==> src/rtl/core/hrhp_pkg.sv <==
// Package for the HTTP response header parser: phase and field-mode codes,
// the command and status structs between the top level and the value field unit.
// No dependencies.
package hrhp_pkg;

    localparam int DEF_MAX_HEADER_LINES = 32;

    localparam int BYTE_W  = 8;
    localparam int COUNT_W = 6;   // width of the reported line count
    localparam int LEN_W   = 32;

    localparam logic [BYTE_W-1:0] CH_CR    = 8'h0D;
    localparam logic [BYTE_W-1:0] CH_LF    = 8'h0A;
    localparam logic [BYTE_W-1:0] CH_SP    = 8'h20;
    localparam logic [BYTE_W-1:0] CH_HT    = 8'h09;
    localparam logic [BYTE_W-1:0] CH_COLON = 8'h3A;

    localparam int NAME_LEN = 14;
    localparam int POS_W    = $clog2(NAME_LEN + 1);

    // Lower-case header name that selects the length field.
    localparam logic [BYTE_W-1:0] FIELD_NAME [NAME_LEN] = '{
        8'h63, 8'h6F, 8'h6E, 8'h74, 8'h65, 8'h6E, 8'h74,   // "content"
        8'h2D,                                             // "-"
        8'h6C, 8'h65, 8'h6E, 8'h67, 8'h74, 8'h68           // "length"
    };

    typedef enum logic [2:0] {
        PH_LINE_START = 3'd0,
        PH_IN_LINE    = 3'd1,
        PH_AFTER_CR   = 3'd2,
        PH_START_CR   = 3'd3,
        PH_PENDING    = 3'd4,
        PH_FOLDING    = 3'd5,
        PH_BODY       = 3'd6,
        PH_CLOSED     = 3'd7
    } t_phase;

    typedef enum logic [1:0] {
        VM_NAME   = 2'd0,
        VM_SKIP   = 2'd1,
        VM_DIGITS = 2'd2,
        VM_IGNORE = 2'd3
    } t_vmode;

    typedef enum logic [2:0] {
        FLD_HOLD    = 3'd0,   // keep the line state
        FLD_FEED    = 3'd1,   // feed one content byte
        FLD_KILL    = 3'd2,   // a stray CR entered the line: stop parsing it
        FLD_CLEAR   = 3'd3,   // start a fresh line
        FLD_RESTART = 3'd4    // start a fresh line and feed its first byte
    } t_fld_op;

    typedef struct packed {
        t_fld_op           op;
        logic [BYTE_W-1:0] data;
    } t_fld_cmd;

    typedef struct packed {
        logic             has_digit;
        logic [LEN_W-1:0] value;
    } t_fld_stat;

endpackage

==> src/rtl/core/hrhp_value_field.sv <==
// Per-line state of the header parser: name match against Content-Length
// and the saturating decimal value after the colon. Depends on hrhp_pkg.
module hrhp_value_field (
    input  logic               i_clk,
    input  logic               i_rst_n,
    input  hrhp_pkg::t_fld_cmd i_cmd,
    output hrhp_pkg::t_fld_stat o_stat
);
    import hrhp_pkg::*;

    logic [POS_W-1:0] r_pos,   n_pos;
    t_vmode           r_mode,  n_mode;
    logic [LEN_W-1:0] r_accum, n_accum;
    logic             r_digit, n_digit;

    logic [POS_W-1:0]  b_pos;
    t_vmode            b_mode;
    logic [LEN_W-1:0]  b_accum;
    logic              b_digit;
    logic [BYTE_W-1:0] lc;
    logic [BYTE_W-1:0] name_ch;
    logic              is_dig;
    logic              is_lws;
    logic [LEN_W-1:0]  dig_val;
    logic [LEN_W+3:0]  prod;

    always_comb begin
        lc = i_cmd.data;
        if (i_cmd.data inside {[8'h41:8'h5A]}) begin
            lc = i_cmd.data + 8'h20;
        end
        is_dig  = i_cmd.data inside {[8'h30:8'h39]};
        is_lws  = (i_cmd.data == CH_SP) || (i_cmd.data == CH_HT);
        dig_val = LEN_W'(i_cmd.data - 8'h30);
        name_ch = 8'h00;
        if (r_pos < POS_W'(NAME_LEN) || b_pos < POS_W'(NAME_LEN)) begin
            name_ch = FIELD_NAME[b_pos];
        end
    end

    always_comb begin
        // base state: current line, or a cleared one for a new line
        b_pos   = r_pos;
        b_mode  = r_mode;
        b_accum = r_accum;
        b_digit = r_digit;
        if (i_cmd.op == FLD_CLEAR || i_cmd.op == FLD_RESTART) begin
            b_pos   = '0;
            b_mode  = VM_NAME;
            b_accum = '0;
            b_digit = 1'b0;
        end
    end

    always_comb begin
        // accum * 10 + digit, as shifts and adds
        prod = {1'b0, r_accum, 3'b000} + {3'b000, r_accum, 1'b0} + (LEN_W+4)'(dig_val);
    end

    always_comb begin
        n_pos   = b_pos;
        n_mode  = b_mode;
        n_accum = b_accum;
        n_digit = b_digit;
        case (i_cmd.op)
            FLD_FEED, FLD_RESTART: begin
                case (b_mode)
                    VM_NAME: begin
                        if (b_pos < POS_W'(NAME_LEN) && lc == name_ch) begin
                            n_pos = b_pos + 1'b1;
                        end else if (b_pos == POS_W'(NAME_LEN) && i_cmd.data == CH_COLON) begin
                            n_mode = VM_SKIP;
                        end else begin
                            n_mode = VM_IGNORE;
                        end
                    end
                    VM_SKIP: begin
                        if (is_dig) begin
                            n_accum = dig_val;
                            n_digit = 1'b1;
                            n_mode  = VM_DIGITS;
                        end else if (!is_lws) begin
                            n_mode = VM_IGNORE;
                        end
                    end
                    VM_DIGITS: begin
                        if (is_dig) begin
                            n_accum = (prod[LEN_W+3:LEN_W] != '0) ? '1 : prod[LEN_W-1:0];
                        end else begin
                            n_mode = VM_IGNORE;
                        end
                    end
                    default: ;
                endcase
            end
            FLD_KILL: begin
                n_mode = VM_IGNORE;
            end
            default: ;
        endcase
    end

    always_ff @(posedge i_clk) begin
        if (!i_rst_n) begin
            r_pos   <= '0;
            r_mode  <= VM_NAME;
            r_accum <= '0;
            r_digit <= 1'b0;
        end else begin
            r_pos   <= n_pos;
            r_mode  <= n_mode;
            r_accum <= n_accum;
            r_digit <= n_digit;
        end
    end

    assign o_stat.has_digit = r_digit;
    assign o_stat.value     = r_accum;

endmodule

==> src/rtl/core/http_response_header_parser.sv <==
// Top level of the HTTP response header parser: phase state machine, line
// counting, length capture and the output register. Depends on hrhp_pkg and
// hrhp_value_field.
//
// Takes one response byte (or a connection-close mark in tuser) per transfer and
// returns exactly one result per transfer. Throughput is one item per clock unless the
// output stalls: the whole update is a single pass from the accepted item through the
// phase machine and the per-line field unit into the state and output registers, so
// the result is valid in the cycle after the input transfer. The output register is a
// single stage; s_axis_tready stays high while the result register is empty or being
// drained in the same cycle. A line is reported (line_ended) with the item after
// its CRLF, once that byte is known not to start a fold. After a close, further
// items are consumed and produce results with the status held.
module http_response_header_parser #(
    parameter int MAX_HEADER_LINES = hrhp_pkg::DEF_MAX_HEADER_LINES
) (
    input  logic        i_clk,
    input  logic        i_rst_n,
    input  logic        s_axis_tvalid,
    output logic        s_axis_tready,
    input  logic [7:0]  s_axis_tdata,   // [7:0] data_byte
    input  logic        s_axis_tuser,   // [0] closed
    output logic        m_axis_tvalid,
    input  logic        m_axis_tready,
    // [0] header_done, [1] line_ended, [7:2] line_count, [8] lines_overflow,
    // [40:9] content_length, [41] length_known, [42] body_valid,
    // [50:43] body_byte, [51] malformed, [55:52] zero
    output logic [55:0] m_axis_tdata
);
    import hrhp_pkg::*;

    localparam int LINES_W = $clog2(MAX_HEADER_LINES + 1);

    // State registers
    t_phase             r_phase,    n_phase;
    logic [LINES_W-1:0] r_lines,    n_lines;
    logic               r_overflow, n_overflow;
    logic [LEN_W-1:0]   r_length,   n_length;
    logic               r_len_seen, n_len_seen;
    logic               r_hdr_done, n_hdr_done;
    logic               r_bad_close, n_bad_close;

    // Output register
    logic               r_out_valid;
    logic [55:0]        r_out_data;

    logic               acc;
    logic [BYTE_W-1:0]  c;
    logic               close;
    logic               c_lws;
    logic               commit;
    logic               ended;
    logic               bvalid;
    logic               set_hdr;
    logic               set_bad;
    t_fld_cmd           fld_cmd;
    t_fld_stat          fld_stat;

    assign s_axis_tready = !r_out_valid || m_axis_tready;
    assign acc   = s_axis_tvalid && s_axis_tready;
    assign c     = s_axis_tdata;
    assign close = s_axis_tuser;
    assign c_lws = (c == CH_SP) || (c == CH_HT);

    hrhp_value_field u_field (
        .i_clk  (i_clk),
        .i_rst_n(i_rst_n),
        .i_cmd  (fld_cmd),
        .o_stat (fld_stat)
    );

    // Next phase
    always_comb begin
        n_phase = r_phase;
        if (acc) begin
            if (close) begin
                n_phase = PH_CLOSED;
            end else begin
                case (r_phase)
                    PH_LINE_START, PH_PENDING: begin
                        if (c == CH_CR) begin
                            n_phase = PH_START_CR;
                        end else if (r_phase == PH_PENDING && c_lws) begin
                            n_phase = PH_FOLDING;
                        end else begin
                            n_phase = PH_IN_LINE;
                        end
                    end
                    PH_IN_LINE: begin
                        n_phase = (c == CH_CR) ? PH_AFTER_CR : PH_IN_LINE;
                    end
                    PH_AFTER_CR, PH_START_CR: begin
                        if (c == CH_LF) begin
                            n_phase = (r_phase == PH_AFTER_CR) ? PH_PENDING : PH_BODY;
                        end else begin
                            n_phase = (c == CH_CR) ? PH_AFTER_CR : PH_IN_LINE;
                        end
                    end
                    PH_FOLDING: begin
                        if (!c_lws) begin
                            n_phase = (c == CH_CR) ? PH_AFTER_CR : PH_IN_LINE;
                        end
                    end
                    default: ;
                endcase
            end
        end
    end

    // Actions per phase: field unit command, line commit, status flags
    always_comb begin
        fld_cmd.op   = FLD_HOLD;
        fld_cmd.data = c;
        commit  = 1'b0;
        ended   = 1'b0;
        bvalid  = 1'b0;
        set_hdr = 1'b0;
        set_bad = 1'b0;
        if (acc) begin
            if (close) begin
                case (r_phase)
                    PH_LINE_START: set_hdr = 1'b1;
                    PH_PENDING: begin
                        commit      = 1'b1;
                        ended       = 1'b1;
                        set_hdr     = 1'b1;
                        fld_cmd.op  = FLD_CLEAR;
                    end
                    PH_IN_LINE, PH_AFTER_CR, PH_START_CR, PH_FOLDING: set_bad = 1'b1;
                    default: ;
                endcase
            end else begin
                case (r_phase)
                    PH_LINE_START, PH_IN_LINE: begin
                        if (c != CH_CR) fld_cmd.op = FLD_FEED;
                    end
                    PH_AFTER_CR, PH_START_CR: begin
                        if (c != CH_LF) begin
                            // the held CR is line content, which ends any parse
                            fld_cmd.op = FLD_KILL;
                        end else if (r_phase == PH_START_CR) begin
                            set_hdr = 1'b1;
                        end
                    end
                    PH_PENDING: begin
                        if (c_lws) begin
                            // fold: the CRLF and blanks become one space
                            fld_cmd.op   = FLD_FEED;
                            fld_cmd.data = CH_SP;
                        end else begin
                            commit     = 1'b1;
                            ended      = 1'b1;
                            fld_cmd.op = (c == CH_CR) ? FLD_CLEAR : FLD_RESTART;
                        end
                    end
                    PH_FOLDING: begin
                        if (!c_lws && c != CH_CR) fld_cmd.op = FLD_FEED;
                    end
                    PH_BODY: bvalid = 1'b1;
                    default: ;
                endcase
            end
        end
    end

    // Counters and sticky status
    always_comb begin
        n_lines     = r_lines;
        n_overflow  = r_overflow;
        n_length    = r_length;
        n_len_seen  = r_len_seen;
        n_hdr_done  = r_hdr_done || set_hdr;
        n_bad_close = r_bad_close || set_bad;
        if (commit) begin
            // saturate the count at the bound; flag lines beyond it
            if (r_lines < LINES_W'(MAX_HEADER_LINES)) begin
                n_lines = r_lines + 1'b1;
            end else begin
                n_overflow = 1'b1;
            end
            if (fld_stat.has_digit) begin
                n_length   = fld_stat.value;
                n_len_seen = 1'b1;
            end
        end
    end

    always_ff @(posedge i_clk) begin
        if (!i_rst_n) begin
            r_phase     <= PH_LINE_START;
            r_lines     <= '0;
            r_overflow  <= 1'b0;
            r_length    <= '0;
            r_len_seen  <= 1'b0;
            r_hdr_done  <= 1'b0;
            r_bad_close <= 1'b0;
            r_out_valid <= 1'b0;
        end else begin
            r_phase     <= n_phase;
            r_lines     <= n_lines;
            r_overflow  <= n_overflow;
            r_length    <= n_length;
            r_len_seen  <= n_len_seen;
            r_hdr_done  <= n_hdr_done;
            r_bad_close <= n_bad_close;
            if (acc) begin
                r_out_valid <= 1'b1;
            end else if (m_axis_tready) begin
                r_out_valid <= 1'b0;
            end
        end
    end

    // Result payload: load on every input transfer, hold while stalled
    always_ff @(posedge i_clk) begin
        if (acc) begin
            r_out_data <= {4'b0000,
                           n_bad_close,
                           bvalid ? c : 8'h00,
                           bvalid,
                           n_len_seen,
                           n_length,
                           n_overflow,
                           COUNT_W'(n_lines),
                           ended,
                           n_hdr_done};
        end
    end

    assign m_axis_tvalid = r_out_valid;
    assign m_axis_tdata  = r_out_data;

    // A committed line always leaves a nonzero count behind.
    a_commit_counts: assert property (@(posedge i_clk) disable iff (!i_rst_n)
        commit |=> (r_lines != '0))
        else $error("line committed but count is zero");

    // A clean end of headers and a bad close exclude each other.
    a_done_xor_bad: assert property (@(posedge i_clk) disable iff (!i_rst_n)
        !(r_hdr_done && r_bad_close))
        else $error("header_done and malformed both set");

    // Body bytes only flow once the header section has ended.
    a_body_after_hdr: assert property (@(posedge i_clk) disable iff (!i_rst_n)
        (r_out_valid && r_out_data[42]) |-> r_out_data[0])
        else $error("body byte before end of headers");

    // Only the body phase produces body data.
    a_body_phase: assert property (@(posedge i_clk) disable iff (!i_rst_n)
        bvalid |-> (r_phase == PH_BODY) && r_hdr_done)
        else $error("body data outside body phase");

endmodule
==> config.mk <==
export PLATFORM = sky130hd
export DESIGN_NAME = http_response_header_parser
export DESIGN_NICKNAME = d
export VERILOG_FILES = /design/src/rtl/core/hrhp_pkg.sv /design/src/rtl/core/hrhp_value_field.sv /design/src/rtl/core/http_response_header_parser.sv
export SDC_FILE = /design/constraint.sdc
export NUM_CORES = 1
export LEC_CHECK = 0
export BUFFER_PORTS_ARGS = -buffer_cell sky130_fd_sc_hd__buf_4
export CORE_MARGIN = 3
export CORE_UTILIZATION = 44
export DETAILED_ROUTE_END_ITERATION = 12
export PLACE_DENSITY = 0.67
export SYNTH_ARGS = -nofsm -noshare
export SYNTH_HDL_FRONTEND = slang
export SYNTH_SLANG_ARGS = --single-unit
export TNS_END_PERCENT = 1
==> constraint.sdc <==
create_clock -name i_clk -period 6 [get_ports i_clk]
set_clock_uncertainty 0.05 [all_clocks]
set_input_delay 0.3 -clock i_clk [delete_from_list [all_inputs] [get_ports i_clk]]
set_output_delay 0.3 -clock i_clk [all_outputs]
set_load 0.005 [all_outputs]
=== Yosys cells after proc, flatten, opt, wreduce, memory -nomap -nowiden ===
Memories as Yosys holds them, arrays and structs flattened.
Index checks and enable logic that the tools add are counted.

* Input port bits: 13
* Memory bits (read-only): 128
* Memories: 1
* Register bits after elaboration: 137
* Output and inout bits: 58

{| class="wikitable"
|+ Memories
! name !! depth !! bits a word !! read ports !! clocked after Yosys merged registers in !! wr ports !! RTL line !! source
|-
| (name not given) || 16 || 8 || 1 || 0 || 0 || hrhp_value_field.sv:37 || <nowiki>name_ch = FIELD_NAME[b_pos];</nowiki>
|}

* Reductions and logical operators: 27
* $add $sub $neg: 6
* Bitwise operators: 1
* Equality and inequality tests: 24
* Multiplexer cells: 73
* $lt $le $gt $ge: 8

{| class="wikitable"
|+ Operators with widths
! operator !! count
|-
| $mux W32 || 7
|-
| $pmux W32 S2 || 1
|-
| $mux W8 || 7
|-
| $add A35 B33 Y36 || 1
|-
| $add A36 B32 Y36 || 1
|-
| $eq A8 B4 Y1 const B || 4
|-
| $mux W1 || 29
|-
| $eq A8 B6 Y1 const B || 3
|-
| $mux W3 || 8
|-
| $pmux W3 S4 || 2
|-
| $mux W2 || 10
|-
| $mux W4 || 4
|-
| $ne A8 B4 Y1 const B || 2
|-
| $eq A3 B2 Y1 const B || 4
|-
| $eq A3 B3 Y1 const B || 4
|-
| $mux W6 || 2
|-
| $mux W11 || 1
|-
| $sub A8 B6 Y9 const B || 1
|-
| $add A8 B6 Y8 const B || 1
|-
| $eq A8 B8 Y1 || 1
|-
| $ge A8 B6 Y1 const B || 1
|-
| $ge A8 B7 Y1 const B || 1
|-
| $le A8 B6 Y1 const B || 1
|-
| $le A8 B7 Y1 const B || 1
|-
| 24 further kinds || 42
|}

=== Depth between registers and ports, before layout ===
* Depth after elaboration: 21
* Mapped depth: 21
* Gate-level depth less buffers: 19

=== Modules after synthesis ===
From an unflattened synthesis, not the netlist that was laid out.

* Cell total of the unflattened synthesis: 1002
* Area total of the unflattened synthesis: 9476.6 sq um

{| class="wikitable"
|+ By module, submodules not included
! module !! seq. area each (sq um) !! cells each !! instances !! area each (sq um)
|-
| hrhp_value_field || 780.7 || 628 || 1 || 5104.9
|-
| http_response_header_parser || 2482.4 || 374 || 1 || 4371.7
|}

=== Least setup slack after synthesis ===
OpenSTA, ideal clock, no wires.

* Path type: register to register
* Start: reg r_out_valid (netlist: m_axis_tvalid)
* End: reg u_field.r_accum[10]
* Library setup time: 134 ps
* Arrival time: 6123 ps
* Cell stages (with the launch flop): 18
* Setup slack: -307 ps
* Clock period less this slack: 6307 ps
* Path buffers: 1
* Path through: dfxtp_1 -> nor2b_1 -> inv_1 -> and3_1 -> a41o_1 -> ha_1 -> nor2_1 -> fa_1 -> ha_1 -> a2111o_1 -> o211a_1 -> o311a_1 -> nor2_1 -> o221a_2 -> o221ai_1 -> a211oi_1 -> buf_2 -> a211oi_1

* Cells in the longest elaborated chain, start to end: 11
* Elaborated cells between the ends (all ways): 24
* Classes of those cells: add/sub: 2; order compare: 2; eq/ne: 5; mux: 8; reduce/logical: 7

{| class="wikitable"
|+ Ends and longest elaborated chain
! item !! RTL line !! source
|-
| start: declaration || http_response_header_parser.sv:44 || <nowiki>logic r_out_valid;</nowiki>
|-
| start signal: assignment || http_response_header_parser.sv:197 || <nowiki>r_out_valid <= 1'b0;</nowiki>
|-
| start signal: assignment || http_response_header_parser.sv:207 || <nowiki>r_out_valid <= 1'b1;</nowiki>
|-
| start signal: assignment || http_response_header_parser.sv:209 || <nowiki>r_out_valid <= 1'b0;</nowiki>
|-
| $logic_not A1 Y1 (*) || http_response_header_parser.sv:59 || <nowiki>assign s_axis_tready = !r_out_valid || m_axis_tready;</nowiki>
|-
| $logic_or A1 B1 Y1 (*) || http_response_header_parser.sv:59 ||
|-
| via s_axis_tready || http_response_header_parser.sv:20 || <nowiki>output logic s_axis_tready,</nowiki>
|-
| $logic_and A1 B1 Y1 (*) || http_response_header_parser.sv:60 || <nowiki>assign acc = s_axis_tvalid && s_axis_tready;</nowiki>
|-
| $mux W11 (*) || http_response_header_parser.sv:119 || <nowiki>if (acc) begin</nowiki>
|-
| $sub A8 B6 Y9 || hrhp_value_field.sv:34 || <nowiki>dig_val = LEN_W'(i_cmd.data - 8'h30);</nowiki>
|-
| $add A36 B32 Y36 || hrhp_value_field.sv:57 || <nowiki>prod = {1'b0, r_accum, 3'b000} + {3'b000, r_accum, 1'b0} + (LEN_W+4)'(dig_val);</nowiki>
|-
| $reduce_bool A4 Y1 || hrhp_value_field.sv:88 || <nowiki>n_accum = (prod[LEN_W+3:LEN_W] != '0) ? '1 : prod[LEN_W-1:0];</nowiki>
|-
| $mux W32 || hrhp_value_field.sv:88 ||
|-
| $mux W32 || hrhp_value_field.sv:87 || <nowiki>if (is_dig) begin</nowiki>
|-
| $pmux W32 S2 || hrhp_value_field.sv:67 || <nowiki>case (b_mode)</nowiki>
|-
| $mux W32 (*) || hrhp_value_field.sv:65 || <nowiki>case (i_cmd.op)</nowiki>
|-
| end signal: assignment || hrhp_value_field.sv:112 || <nowiki>r_accum <= n_accum;</nowiki>
|-
| end: declaration || hrhp_value_field.sv:13 || <nowiki>logic [LEN_W-1:0] r_accum, n_accum;</nowiki>
|}

The timed path passes the listed nets; every way through them passes the cells marked *.
A chain may end at the register's enable or synchronous reset.

=== Final worst setup path ===
* Start: reg r_phase[2]
* End: reg u_field.r_accum[31]

* Cells in the longest elaborated chain, start to end: 11
* Elaborated cells between the ends (all ways): 34
* Classes of those cells: add/sub: 2; order compare: 2; eq/ne: 10; mux: 13; reduce/logical: 7

{| class="wikitable"
|+ Ends and longest elaborated chain
! item !! RTL line !! source
|-
| start: declaration || http_response_header_parser.sv:35 || <nowiki>t_phase r_phase, n_phase;</nowiki>
|-
| start signal: assignment || http_response_header_parser.sv:199 || <nowiki>r_phase <= n_phase;</nowiki>
|-
| $eq A3 B3 Y1, or another cell as far along || http_response_header_parser.sv:121, http_response_header_parser.sv:133 ||
|-
| $mux W8 / $reduce_or A2 Y1 (equally long branches) || http_response_header_parser.sv:133 || <nowiki>case (r_phase)</nowiki>
|-
| $mux W8 / $pmux W3 S4 (equally long branches) || http_response_header_parser.sv:120, http_response_header_parser.sv:133 ||
|-
| $mux W11 (*) || http_response_header_parser.sv:119 ||
|-
| $sub A8 B6 Y9 / $mux W11 (equally long branches) || hrhp_value_field.sv:34, http_response_header_parser.sv:119 ||
|-
| $add A36 B32 Y36, or another cell as far along || hrhp_value_field.sv:57 ||
|-
| $reduce_bool A4 Y1 / $logic_or A1 B1 Y1 (equally long branches) || hrhp_value_field.sv:88, hrhp_value_field.sv:47 ||
|-
| $mux W32, or another cell as far along || hrhp_value_field.sv:88 ||
|-
| $mux W32, or another cell as far along || hrhp_value_field.sv:87 ||
|-
| $pmux W32 S2 || hrhp_value_field.sv:67 ||
|-
| $mux W32 (*) || hrhp_value_field.sv:65 ||
|}

Mark *: on every way between the ends. The rest lies on a longest branch, timed or not.

==> run_results.csv <==
group,metric,value,unit
power,power.share.clock,44.9,%
timing,whs,0.0994,ns
route,drtIter0Drc,539,
global_route,grtUsageMet3,2.68,%
timing,finalHoldViolations,0,
critical_path,cp_data_arrival_time,5.78,ns
critical_path,worstPathMaxFanout,24,
power,combinationalPowerShare,12.1,%
power,p_sw_share,26.3,%
min_path,hold_path.class,"input port to flip-flop",
placement,port_buffers,66,
timing,slew_violations,0,
global_route,grt_max_degree,56,
clock_tree,ctsRootBufferMaster,"clkbuf_16",
yosys,synth-seq-cells,137,
clock_tree,cts.htree.levels,4,
power,p_switching,614,uW
timing,worst_slew_pin_slew,1.03,ns
global_route,top_usage_layer,"met1",
yosys,syn_area_per_cell,9.57,um2
yosys,yosys_warnings,0,
critical_path,timing_worst_setup_path_type,"flip-flop to flip-flop",
cells_and_area,drive_above_1_share,14.2,%
clock_tree,cts_made_buffers,17,
cells_and_area,fin_util,51.7,%
timing,min_period,5.57,ns
critical_path,cp-start-kind,"flip-flop",
yosys,synth_cell_types,85,
global_route,antenna_found_initial,1,
global_route,grt_pass1_wl,35000,um
status,status,"complete, no violations",
timing,fin_tns_setup,0,ns
yosys,synth_edf_count,52,
die,core,0.0197,mm2
global_route,met1_usage,29.5,%
cells_and_area,fin_nets,1075,
yosys,synth_top_cell_by_area,"dfxtp_1",
global_route,grt_pass1_vias,6695,
placement,hpwl,15400,um
global_route,grt_use_total,19.6,%
route,viasPerCell,5.63,
route,drc_errors,0,
cells_and_area,diodes,0,
cells_and_area,syn_to_final_growth,14.0,%
clock_tree,ctsHoldBuffers,0,
clock_tree,clockBufferDepth,2,
die,die_h,149,um
yosys,synth_top_cell_area_share,19.0,%
timing,slew_headroom,31.4,%
power,total_power,2.33,mW
clock_tree,cts_tree,"built",
power,vdd_drop_max,193,uV
die,rows,51,
clock_tree,clock_latency,0.43,ns
route,first_pass_iters,7,
yosys,yosysSeqAreaShare,36.5,%
yosys,synthFlopType,"dfxtp_1",
critical_path,endpoint_kind,"flip-flop",
timing,rsz0062_at_grt,"no",
yosys,asyncSetResetFlopFracSynth,0,%
yosys,syn_inst,934,
placement,gp_congestion,0.907,
die,start_util,45.3,%
power,p_leak,4.29,nW
global_route,grt_overflow_total,0,
route,num_vias,7059,
die,die_w,149,um
timing,setup_viol,0,
global_route,gr-usage-met2,29.1,%
clock_tree,cts_resized,0,
power,seqPwrFrac,43.1,%
clock_tree,post_cts_buffers,0,
die,pin_count,71,
timing,clock.fmax,180,MHz
power,power.density,229,mW/mm2
route,drt_wl_total,21000,um
die,dieArea,0.0221,mm2
job,cap_violations,0,
cells_and_area,fill_cells,1747,
clock_tree,clk_pin_slew,0.06,ns
clock_tree,clock-sinks,137,
power,internal_power,1.72,mW
yosys,syn_area,0.00894,mm2
yosys,synth.area.top_cells,"dfxtp_1 (19%), edfxtp_1 (17%), ha_1 (7.7%)",
route,ant_nets,0,
critical_path,cp.required,6.21,ns
timing,fin_crit_sh,92.8,%
route,avgRoutedWirePerCell,16.7,um
## worst max-delay path, stage by stage, from the launching register on
cell and delay, ns:
dfxtp_1 0.47, nor3b_2 0.41, and3_1 0.24, a41o_1 0.34, ha_1 0.27, nor2_2 0.08, buf_12 0.17, fa_1 0.45
ha_1 0.46, nand4_1 0.22, nor4_1 0.36, o21ai_0 0.22, a211o_1 0.33, a221oi_1 0.35, o221ai_1 0.21, buf_4 0.20
a211oi_2 0.19, buf_4 0.25, a221oi_1 0.09
## layout by cell type, fill, tap and decap left out, types with 12 or more instances in the layout
cell type,count
dfxtp_1,85
buf_4,74
a21oi_1,72
nand2_1,70
ha_1,55
inv_1,54
and2_1,54
edfxtp_1,52
nor2_1,47
o21ai_0,47
a211oi_1,38
fa_1,30
xnor2_1,22
a21o_1,21
mux2_1,20
nand3_1,17
clkbuf_16,17
nor3_1,14
xor2_1,12
## final cells by class
cell class	instances	area, um2	share of cell area, %
multi-input cells	691	5230	51.3
flip-flops and latches	137	3260	32.0
repair buffers	75	576	5.65
clock buffers	18	439	4.31
well taps	265	332	3.25
inverters	55	206	2.03
clock inverters	13	143	1.40
## power groups by stage
stage / registers (mW) / logic, mW / clock network (mW)
global route: 1.01 / 0.311 / 1.11
finish: 1.00 / 0.281 / 1.05
CTS: 1.01 / 0.279 / 1.07
global placement: 1.02 / 0.275 / 0
floorplan: 1.02 / 0.192 / 0
detailed placement: 1.02 / 0.277 / 0
## flip-flops by register name, summed over array words and instances (netlist names)
signal           flops
r_hdr_done           1
r_lines              6
u_field.r_digit      1
u_field.r_accum     32
m_axis_tvalid        1
m_axis_tdata        52
r_phase              3
u_field.r_pos        4
r_len_seen           1
u_field.r_mode       2
r_overflow           1
r_length            32
r_bad_close          1
## through the flow
stage	instance area, um2	instances	worst slack (ns)
6_report	10200	1254	0.431
2_1_floorplan	8950	937	0.224
4_1_cts	10200	1254	0.586
3_5_place_dp	9610	1223	0.577
5_1_grt	10200	1254	0.00901
3_3_place_gp	9610	1223	0.666
## per-layer routing
| metal | vias up | routed length [um] | share of wire [%] |
|---|---|---|---|
| met4 | 0 | 312 | 1.5 |
| met5 | - | 0 | 0 |
| met3 | 27 | 1230 | 5.9 |
| met1 | 3327 | 10500 | 50 |
| li1 | 3465 | - | - |
| met2 | 240 | 8990 | 43 |
## worst paths after layout
check                        end  slack, ns  cells past startpoint          start
min reg2reg      m_axis_tdata[0]       0.45                      1     r_hdr_done
max reg2reg  u_field.r_accum[31]       0.43                     18     r_phase[2]
min                m_axis_tvalid        0.1                      3  s_axis_tvalid
max          u_field.r_accum[31]       0.43                     18     r_phase[2]
## Yosys cell counts (21+ instances only)
| master | count |
|---|---|
| and2_1 | 54 |
| nor2_1 | 49 |
| a21oi_1 | 72 |
| a211oi_1 | 39 |
| xnor2_1 | 22 |
| fa_1 | 30 |
| a21o_1 | 21 |
| nand2_1 | 70 |
| dfxtp_1 | 85 |
| ha_1 | 55 |
| o21ai_0 | 47 |
| edfxtp_1 | 52 |
| inv_1 | 55 |
| clkbuf_1 | 33 |
## cells by family (layout without fill, tap and decap cells)
family	count (synthesis)	count (layout)	synth area share, %
adder cells (fa/ha/maj)	85	85	14.4
XOR/XNOR	34	34	3.33
buffers and inverters	109	161	5.28
multiplexers	30	30	3.76
other	1	4	0.0419
AO/OA/AOI/OAI	272	272	20.9
AND/OR/NAND/NOR	266	266	15.7
flip-flops	137	137	36.5
(Power assumes the default switching activity.)
